**src/rtl/core/assert_macros.svh**
```systemverilog
// assertion macros shared by the rtl core
// no dependencies; each macro expands to one clocked concurrent assertion
`ifndef ASSERT_MACROS_SVH
`define ASSERT_MACROS_SVH

// property must hold at every clock edge outside reset
`define ASSERT_CLK(lbl, prop, msg) \
  lbl: assert property (@(posedge clk) disable iff (!rst_n) (prop)) else $error(msg);

// expression must never be true outside reset
`define ASSERT_NEVER(lbl, expr, msg) \
  `ASSERT_CLK(lbl, !(expr), msg)

`endif

```
**src/rtl/core/sha1bsh_pkg.sv**
```systemverilog
// types and constants for the sha-1 byte stream hasher
// no dependencies; used by sha1_byte_stream_hasher
package sha1bsh_pkg;

  // one input transfer: a message byte and its flags
  typedef struct packed {
    logic [7:0] data_byte;
    logic       byte_present;
    logic       message_end;
  } in_item_t;

  // one result transfer: a digest word and its position
  typedef struct packed {
    logic [31:0] digest_word;
    logic [2:0]  word_index;
    logic        last_word;
  } out_item_t;

  // sequencer states
  typedef enum logic [2:0] {
    ST_IDLE,
    ST_ROUND,
    ST_CHAIN,
    ST_PAD,
    ST_OUT
  } state_t;

  // initial chaining words, index 0 is h0
  localparam logic [4:0][31:0] H_INIT = {
    32'hC3D2E1F0, 32'h10325476, 32'h98BADCFE, 32'hEFCDAB89, 32'h67452301
  };

  // round constants
  localparam logic [31:0] K_00_19 = 32'h5A827999;
  localparam logic [31:0] K_20_39 = 32'h6ED9EBA1;
  localparam logic [31:0] K_40_59 = 32'h8F1BBCDC;
  localparam logic [31:0] K_60_79 = 32'hCA62C1D6;

  // round boundaries
  localparam logic [6:0] SCHED_START = 7'd16;
  localparam logic [6:0] ROUND_20    = 7'd20;
  localparam logic [6:0] ROUND_40    = 7'd40;
  localparam logic [6:0] ROUND_60    = 7'd60;
  localparam logic [6:0] LAST_ROUND  = 7'd79;
  localparam logic [6:0] ROUNDS      = 7'd80;

  // padding
  localparam logic [7:0] PAD_BYTE   = 8'h80;
  localparam logic [5:0] LEN_START  = 6'd56;
  localparam logic [2:0] LAST_INDEX = 3'd4;

endpackage

```
**src/rtl/core/sha1_byte_stream_hasher.sv**
```systemverilog
// sha-1 hasher that takes a message one byte per transfer
// depends on sha1bsh_pkg and assert_macros.svh

// A byte that completes a 64-byte block starts a compression: the single round unit
// runs the 80 rounds one per cycle, then the working words are added into the chaining
// words. A transfer with message_end then pads one byte per cycle, pausing while a
// block is compressed (0x80, zeros up to offset 56, the 64-bit bit length), and so
// compresses one or two more blocks. The five digest words then leave at one per output
// transfer, h0 first, and the block returns to its initial state. No input is taken
// while a block is compressed, padded or while the digest is being sent. The block
// buffer is held in the 16-word schedule window itself, which bytes shift into and the
// rounds then roll.
`include "assert_macros.svh"

module sha1_byte_stream_hasher (
  input  logic                  clk,
  input  logic                  rst_n,
  input  logic                  in_valid,
  output logic                  in_stall,
  input  sha1bsh_pkg::in_item_t  in_data,
  output logic                  out_valid,
  input  logic                  out_stall,
  output sha1bsh_pkg::out_item_t out_data
);

  sha1bsh_pkg::state_t state_r, state_nxt;

  logic [4:0][31:0]  chain_r, chain_nxt;
  logic [4:0][31:0]  work_r, work_nxt;
  logic [15:0][31:0] win_r, win_nxt;
  logic [5:0]        fill_r, fill_nxt;
  logic [60:0]       cnt_r, cnt_nxt;
  logic [6:0]        round_r, round_nxt;
  logic [2:0]        wi_r, wi_nxt;
  logic              end_r, end_nxt;
  logic              pad_first_r, pad_first_nxt;
  logic              len_phase_r, len_phase_nxt;

  logic              in_xfer;
  logic              out_xfer;
  logic              push_en;
  logic [7:0]        push_byte;
  logic [5:0]        fill_inc;
  logic              push_wrap;
  logic              len_active;
  logic [7:0][7:0]   len_bytes;
  logic [31:0]       w_exp;
  logic [31:0]       w_cur;
  logic [31:0]       f_val;
  logic [31:0]       k_val;
  logic [31:0]       temp;

  // handshake transfers
  assign in_xfer  = in_valid && !in_stall;
  assign out_xfer = out_valid && !out_stall;

  // byte push into the window
  assign fill_inc   = fill_r + 6'd1;
  assign push_wrap  = (fill_inc == 6'd0);
  assign len_bytes  = {cnt_r, 3'b000};
  assign len_active = len_phase_r || (!pad_first_r && (fill_r == sha1bsh_pkg::LEN_START));

  always_comb begin
    push_en   = 1'b0;
    push_byte = 8'h00;
    if (state_r == sha1bsh_pkg::ST_IDLE) begin
      push_en   = in_xfer && in_data.byte_present;
      push_byte = in_data.data_byte;
    end else if (state_r == sha1bsh_pkg::ST_PAD) begin
      push_en = 1'b1;
      if (pad_first_r) begin
        push_byte = sha1bsh_pkg::PAD_BYTE;
      end else if (len_active) begin
        push_byte = len_bytes[3'd7 - fill_r[2:0]];
      end
    end
  end

  // round unit: schedule word, round function and sum
  assign w_exp = win_r[13] ^ win_r[8] ^ win_r[2] ^ win_r[0];
  assign w_cur = (round_r < sha1bsh_pkg::SCHED_START) ? win_r[0] : {w_exp[30:0], w_exp[31]};

  always_comb begin
    if (round_r < sha1bsh_pkg::ROUND_20) begin
      f_val = (work_r[1] & work_r[2]) | (~work_r[1] & work_r[3]);
      k_val = sha1bsh_pkg::K_00_19;
    end else if (round_r < sha1bsh_pkg::ROUND_40) begin
      f_val = work_r[1] ^ work_r[2] ^ work_r[3];
      k_val = sha1bsh_pkg::K_20_39;
    end else if (round_r < sha1bsh_pkg::ROUND_60) begin
      f_val = (work_r[1] & work_r[2]) | (work_r[1] & work_r[3]) | (work_r[2] & work_r[3]);
      k_val = sha1bsh_pkg::K_40_59;
    end else begin
      f_val = work_r[1] ^ work_r[2] ^ work_r[3];
      k_val = sha1bsh_pkg::K_60_79;
    end
  end

  assign temp = {work_r[0][26:0], work_r[0][31:27]} + f_val + work_r[4] + k_val + w_cur;

  // next state
  always_comb begin
    state_nxt = state_r;
    case (state_r)
      sha1bsh_pkg::ST_IDLE: begin
        if (in_xfer) begin
          if (in_data.byte_present && push_wrap) begin
            state_nxt = sha1bsh_pkg::ST_ROUND;
          end else if (in_data.message_end) begin
            state_nxt = sha1bsh_pkg::ST_PAD;
          end
        end
      end
      sha1bsh_pkg::ST_ROUND: begin
        if (round_r == sha1bsh_pkg::LAST_ROUND) begin
          state_nxt = sha1bsh_pkg::ST_CHAIN;
        end
      end
      sha1bsh_pkg::ST_CHAIN: begin
        if (!end_r) begin
          state_nxt = sha1bsh_pkg::ST_IDLE;
        end else if (len_phase_r) begin
          state_nxt = sha1bsh_pkg::ST_OUT;
        end else begin
          state_nxt = sha1bsh_pkg::ST_PAD;
        end
      end
      sha1bsh_pkg::ST_PAD: begin
        if (push_wrap) begin
          state_nxt = sha1bsh_pkg::ST_ROUND;
        end
      end
      sha1bsh_pkg::ST_OUT: begin
        if (out_xfer && (wi_r == sha1bsh_pkg::LAST_INDEX)) begin
          state_nxt = sha1bsh_pkg::ST_IDLE;
        end
      end
      default: state_nxt = sha1bsh_pkg::ST_IDLE;
    endcase
  end

  // handshake outputs
  always_comb begin
    in_stall              = (state_r != sha1bsh_pkg::ST_IDLE);
    out_valid             = (state_r == sha1bsh_pkg::ST_OUT);
    out_data.digest_word  = chain_r[wi_r];
    out_data.word_index   = wi_r;
    out_data.last_word    = (wi_r == sha1bsh_pkg::LAST_INDEX);
  end

  // datapath and counters
  always_comb begin
    chain_nxt     = chain_r;
    work_nxt      = work_r;
    win_nxt       = win_r;
    fill_nxt      = fill_r;
    cnt_nxt       = cnt_r;
    round_nxt     = round_r;
    wi_nxt        = wi_r;
    end_nxt       = end_r;
    pad_first_nxt = pad_first_r;
    len_phase_nxt = len_phase_r;

    // message flags on an input transfer
    if ((state_r == sha1bsh_pkg::ST_IDLE) && in_xfer) begin
      if (in_data.byte_present) begin
        cnt_nxt = cnt_r + 61'd1;
      end
      if (in_data.message_end) begin
        end_nxt       = 1'b1;
        pad_first_nxt = 1'b1;
      end
    end

    // padding flags
    if (state_r == sha1bsh_pkg::ST_PAD) begin
      pad_first_nxt = 1'b0;
      len_phase_nxt = len_active;
    end

    // shift a byte in, start a compression on a full block
    if (push_en) begin
      for (int i = 0; i < 15; i++) begin
        win_nxt[i] = {win_r[i][23:0], win_r[i+1][31:24]};
      end
      win_nxt[15] = {win_r[15][23:0], push_byte};
      fill_nxt    = fill_inc;
      if (push_wrap) begin
        work_nxt  = chain_r;
        round_nxt = 7'd0;
      end
    end

    // one round per cycle, window rolls by one word
    if (state_r == sha1bsh_pkg::ST_ROUND) begin
      for (int i = 0; i < 15; i++) begin
        win_nxt[i] = win_r[i+1];
      end
      win_nxt[15] = w_cur;
      work_nxt[0] = temp;
      work_nxt[1] = work_r[0];
      work_nxt[2] = {work_r[1][1:0], work_r[1][31:2]};
      work_nxt[3] = work_r[2];
      work_nxt[4] = work_r[3];
      round_nxt   = (round_r == sha1bsh_pkg::LAST_ROUND) ? 7'd0 : round_r + 7'd1;
    end

    // fold working words into the chain
    if (state_r == sha1bsh_pkg::ST_CHAIN) begin
      for (int i = 0; i < 5; i++) begin
        chain_nxt[i] = chain_r[i] + work_r[i];
      end
    end

    // digest output, back to initial state after the last word
    if ((state_r == sha1bsh_pkg::ST_OUT) && out_xfer) begin
      if (wi_r == sha1bsh_pkg::LAST_INDEX) begin
        chain_nxt     = sha1bsh_pkg::H_INIT;
        cnt_nxt       = 61'd0;
        fill_nxt      = 6'd0;
        wi_nxt        = 3'd0;
        end_nxt       = 1'b0;
        pad_first_nxt = 1'b0;
        len_phase_nxt = 1'b0;
      end else begin
        wi_nxt = wi_r + 3'd1;
      end
    end
  end

  // control and chaining registers
  always_ff @(posedge clk) begin
    if (!rst_n) begin
      state_r     <= sha1bsh_pkg::ST_IDLE;
      chain_r     <= sha1bsh_pkg::H_INIT;
      fill_r      <= 6'd0;
      cnt_r       <= 61'd0;
      round_r     <= 7'd0;
      wi_r        <= 3'd0;
      end_r       <= 1'b0;
      pad_first_r <= 1'b0;
      len_phase_r <= 1'b0;
    end else begin
      state_r     <= state_nxt;
      chain_r     <= chain_nxt;
      fill_r      <= fill_nxt;
      cnt_r       <= cnt_nxt;
      round_r     <= round_nxt;
      wi_r        <= wi_nxt;
      end_r       <= end_nxt;
      pad_first_r <= pad_first_nxt;
      len_phase_r <= len_phase_nxt;
    end
  end

  // payload registers
  always_ff @(posedge clk) begin
    work_r <= work_nxt;
    win_r  <= win_nxt;
  end

  // checks
  `ASSERT_CLK(a_round_range, (state_r == sha1bsh_pkg::ST_ROUND) |-> (round_r < sha1bsh_pkg::ROUNDS), "round index out of range")
  `ASSERT_CLK(a_out_block_empty, (state_r == sha1bsh_pkg::ST_OUT) |-> (fill_r == 6'd0), "digest sent with a partial block")
  `ASSERT_CLK(a_last_resets, (out_xfer && out_data.last_word) |=> ((state_r == sha1bsh_pkg::ST_IDLE) && (cnt_r == 61'd0)), "state not cleared after digest")
  `ASSERT_NEVER(a_len_without_end, len_phase_r && !end_r, "length padding outside a message end")

endmodule

```
**config.mk**
```make
export PLATFORM = sky130hd
export DESIGN_NAME = sha1_byte_stream_hasher
export DESIGN_NICKNAME = d
export VERILOG_FILES = /design/src/rtl/core/sha1bsh_pkg.sv /design/src/rtl/core/sha1_byte_stream_hasher.sv
export VERILOG_INCLUDE_DIRS = /design/src /design/src/rtl/core
export SDC_FILE = /design/constraint.sdc
export NUM_CORES = 2
export LEC_CHECK = 0
export ABC_AREA = 1
export BUFFER_PORTS_ARGS = -buffer_cell sky130_fd_sc_hd__buf_4
export CAP_MARGIN = 10
export CORE_MARGIN = 1.5
export CORE_UTILIZATION = 55
export CTS_BUF_LIST = sky130_fd_sc_hd__clkbuf_16
export DETAILED_ROUTE_END_ITERATION = 10
export PLACE_DENSITY = 0.81
export SLEW_MARGIN = 20
export SYNTH_ARGS = -nofsm -noshare
export SYNTH_HDL_FRONTEND = slang
export SYNTH_SLANG_ARGS = --single-unit
export TNS_END_PERCENT = 100
```
**constraint.sdc**
```tcl
create_clock -name clk -period 38.4 [get_ports clk]
set_input_delay 7.68 -clock clk [delete_from_list [all_inputs] [get_ports clk]]
set_output_delay 7.68 -clock clk [all_outputs]
set_load 0.02 [all_outputs]
```
Yosys cells after proc, flatten, opt, wreduce, memory -nomap -nowiden
Cells that the tools add are included.
{"block": "classes", "add_sub_neg": 14, "n_lt_le_gt_ge": 6, "n_eq_ne": 12, "mux": 58, "n_bitwise": 13, "n_reduce_logical": 19}
{"op": "2-to-1 mux 512 bit", "n": 2}
{"op": "2-to-1 mux 160 bit", "n": 6}
{"op": "adder 32 bit", "n": 9}
{"op": "2-to-1 mux 61 bit", "n": 4}
{"op": "2-to-1 mux 32 bit", "n": 7}
{"op": "XOR 32 bit", "n": 5}
{"op": "AND 32 bit", "n": 4}
{"op": "binary-select mux 32 bit (select 3 bit)", "n": 1}
{"op": "bitwise OR 32 bit", "n": 3}
{"op": "adder 61 x 1 -> 61 bit, second input constant", "n": 1}
{"op": "2-to-1 mux 8 bit", "n": 5}
{"op": "NOT 32 bit", "n": 1}
{"op": "2-to-1 mux 31 bit", "n": 1}
{"op": "2-to-1 mux 7 bit", "n": 4}
{"op": "2-to-1 mux 3 bit", "n": 9}
{"op": "binary-select mux 8 bit (select 3 bit)", "n": 1}
{"op": "2-to-1 mux 6 bit", "n": 3}
{"op": "one-hot mux 3 bit (5 select lines)", "n": 1}
{"op": "< comparator 7 x 5 -> 1 bit, second input constant", "n": 2}
{"op": "< comparator 7 x 6 -> 1 bit, second input constant", "n": 2}
{"op": "2-to-1 mux 1 bit", "n": 14}
{"op": "logical AND 1 bit", "n": 8}
{"op": "< comparator 3 x 4 -> 1 bit, second input constant", "n": 2}
{"op": "adder 7 x 1 -> 7 bit, second input constant", "n": 1}
{"op": "19 further kinds", "n": 26}
{"block": "word_totals", "ff_bits": 915, "input_bits": 14, "out_inout_bits": 38, "wordCells": 156}

Longest topological paths before layout
{"block": "depth", "word_depth": 11, "mapped_depth": 28, "depth_no_buf": 27}

Worst setup path after synthesis
No wires, ideal clock.
{"block": "synth_path", "kind": "in2reg", "from": "input port in_valid", "to": "register win_r[0] (netlist name) (enable)", "arrival_time_ns": 16.416, "setup_slack_ns": 18.320, "path_stages": 6, "path_buffers": 0, "path_cell_list": "inv_1 nor2_4 nand2_4 nand2_1 inv_1 nand2_1"}
{"block": "synth_between", "elab_chain_len": 4}
{"element": "from (decl)", "line_no": "sha1_byte_stream_hasher.sv:18", "text": "input logic in_valid,"}
{"element": "logical AND 1 bit", "line_no": "sha1_byte_stream_hasher.sv:54", "text": "assign in_xfer = in_valid && !in_stall;"}
{"element": "logical AND 1 bit", "line_no": "sha1_byte_stream_hasher.sv:67", "text": "push_en = in_xfer && in_data.byte_present;"}
{"element": "2-to-1 mux 1 bit", "line_no": "sha1_byte_stream_hasher.sv:66", "text": "if (state_r == sha1bsh_pkg::ST_IDLE) begin"}
{"element": "nonzero test 2 bit (no source line)"}
{"element": "to (signal assigned)", "line_no": "sha1_byte_stream_hasher.sv:259", "text": "win_r <= win_nxt;"}
{"element": "to (decl)", "line_no": "sha1_byte_stream_hasher.sv:30", "text": "logic [15:0][31:0] win_r, win_nxt;"}
Every way passes these cells.
A chain may end at the register's enable or synchronous reset.

Worst setup path after layout
{"block": "layout_path", "from": "input port in_valid", "to": "register win_r[314] (netlist name) (enable)"}
Same word-level chain as after synthesis.

==> key figures <==
Worst setup path
  – Worst setup EP type: flop
  – Nature of the critical path startpoint: input pin
  – Top delay family on crit path: buffers and inverters
  – CP Cell Sequence: buf_4, inv_1, nor2_4, nand2_4, nand2_1, inv_1, nand2_4, buf_4, buf_4, buf_4, buf_4, buf_4
  – Max stage delay cell, worst path: buf_4
  – Most used cell along the critical path: buf_4
  – Arrival time worst endpoint: around 14 ns
  – Crit path kind: in -> reg
  – Crit-path max cell delay: roughly 0.94 ns
  – WP data required: 38.71 ns
  – CP Buf/Inv Count: 8
  – Crit-path max FO: 86

Cells and area
  – Commonest non-fill, non-tap cell in the layout: nand2_1
  – Fraction of layout instances using a drive strength above 1: 4.329%
  – Commonest non-fill, non-tap cells in the layout: nand2_1, inv_1, o21ai_0
  – Synth-to-Final Area Change: 8.696%
  – Core Util, Final: 60.66%
  – Fillers: 8,932
  – Final Cell Area: 61,010 sq um
  – Final net count: approximately 7,300

Route
  – WL final: 186,800 microns
  – Initial DRC count: 6,409
  – Met2 Wirelength: 80,070 microns
  – DRT met1 WL: 75,550 microns
  – ANT nets after route: 0
  – Initial DRT Pass Iterations: 6
  – Residual DRC count: 0
  – WL/cell: about 22 microns
  – Max layer used: met5
  – Vias/cell: 5.883
  – Vias: 49,470
  – Met3 wire length: ~18,000 microns

Timing
  – TNS Setup: 0 ns
  – Slew HR: between 20% and 30%
  – Hold Vio Cnt, Final: 0
  – Final clock skew: 0.02600 ns
  – Finish-stage setup viols: 0
  – Fmax: 72.65 MHz
  – RSZ-0062 raised after global routing: false
  – Hold Slack: 0.4557 ns
  – Min Tclk post-route: 13.77 ns
  – Slew @ Worst Pin: 1.185 ns
  – Max Slew Vio Count: 0
  – Period utilisation layout: 35.85%

GRT
  – Pin count of the biggest net entering global routing: 267
  – First-pass GRT wire length: 277,800 microns
  – Grt total ovfl: 0
  – Gr usage total: 35.55%
  – Initial antenna violation count: 11
  – Vias in the first global route: 45,610

Min path
  – HP Class: reg -> reg

Clock network
  – Clock Sink Count: 915
  – CTS Buffer Depth: 3
  – CTS Root Cell: clkbuf_16
  – Clock Latency Late Sink: 0.71 ns
  – Worst-path clk slew: around 0.06 ns
  – CTS Buf Count: 101
  – CTS tree: done
  – H-tree depth reported by CTS: 3
  – Cts repair resizes: 0
  – Postcts setup bufs: 0
  – Hold buffer count at cts: 0

Synth
  – EDFF count, synth: 672
  – Sequential-to-total area share from yosys stat: between 40% and 50%
  – Synthesized area per cell: ~8 sq um
  – Post-synthesis instance area: 56,130 sq um
  – Synth Warn #: 0
  – Yosys cell types: 53
  – Top_reg_cell synth: edfxtp_1
  – Yosys top cell by area: edfxtp_1
  – Synthesized Nets: 7,367
  – Post-synthesis cell count: approximately 7,000
  – Flops & latches, synth: between 900 and 1,000
  – Synth top area cells: edfxtp_1, nand2_1, dfxtp_1
  – Synth top area share: 35.95%
  – Post-synth ARST share: 0%

Placement
  – Placer congestion estimate: between 1 and 1.5
  – HPWL Detailed: 137,900 microns
  – Cell Area, Placed: 57,500 sq um
  – Port bufs: 51

Floorplanning
  – Core area: 100,600 sq um
  – Die H: between 300 and 400 microns
  – FP Rows: 116
  – Io pins: 52
  – Starting Density: between 50% and 60%
  – Die width: 322.5 microns
  – Die footprint: 104,000 sq um

Run
  – Maxcap violations: 0

Status
  – Outcome: completed
[routing by layer]
| metal | vias up | track usage (%) |
|---|---|---|
| li1 | 23260 | - |
| met1 | 23160 | 47.82 |
| met2 | 2472 | 52.73 |
| met3 | 571 | 7.811 |
| met4 | 8 | 21.09 |
| met5 | - | 0 |
[registers in the layout, summed over array words and instances (netlist names)]
signal and count:
win_r 512, chain_r 160, work_r 160, cnt_r 61, round_r 7, fill_r 6, state_r 3, wi_r 3
end_r 1, len_phase_r 1, pad_first_r 1
[layout make-up]
cell class                      count  area, sq um  share of cell area [%]
Antenna cell                        7        17.52                 0.02871
Multi-Input combinational cell   5012        26900                   44.09
Inverter                          841         3167                   5.191
Timing Repair Buffer               87        690.7                   1.132
Sequential cell                   915        25050                   41.05
Clock inverter                     83        790.8                   1.296
Clock buffer                      108         2703                   4.430
Tap cell                         1357         1698                   2.783
[worst register-to-register path, delay by kind of cell, from the launching register on]
family / cells / cell delay, ns
DFF: 1 / 0.33
and+or+nand+nor: 5 / 1.46
buffers and inverters: 7 / 5.01
[cell usage after synthesis, types with 7 or more instances]
master	count
o21ai_0	817
buf_2	67
buf_1	7
nor4_1	11
a31oi_1	13
o211ai_1	87
clkbuf_1	186
nand3_1	312
xor2_1	51
nor3_1	70
o22ai_1	7
nand3b_1	10
nand2_1	2016
a21oi_1	484
o21bai_1	17
xnor2_1	117
and3_1	9
ha_1	199
a21boi_0	16
a211oi_1	10
o221ai_1	16
edfxtp_1	672
o21a_1	21
dfxtp_1	243
or2_2	15
nor2_1	452
fa_1	125
a21o_1	30
nand4_1	64
inv_1	833
[kinds of logic after synthesis]
group / after synthesis / share of synthesized area [%]
AO/OA/AOI/OAI: 1533 / 14.73
XOR/XNOR: 168 / 2.621
adder cells (fa/ha/maj): 324 / 8.894
buffers and inverters: 1102 / 7.526
flip-flops: 915 / 44.62
multiplexers: 1 / 0.01783
AND/OR/NAND/NOR: 2986 / 21.59
[metrics by stage]
step	setup WS, ns	instances
2_1_floorplan	18.32	7029
3_3_place_gp	24.06	8212
3_5_place_dp	23.93	8212
4_1_cts	24.66	8403
5_1_grt	24.14	8404
6_report	24.63	8410
[worst paths after layout]
check	start	endpoint	slack (ns)	cells past startpoint
worst max-delay path	in_valid	win_r[314]	24.63	12
worst min-delay path	chain_r[95]	chain_r[95]	0.46	2
worst max register to register	state_r[0]	win_r[314]	31.15	12
worst min register to register	chain_r[95]	chain_r[95]	0.46	2
Power is not shown: default switching activity piles up to over one toggle a cycle in this logic, so the estimate is an artifact.
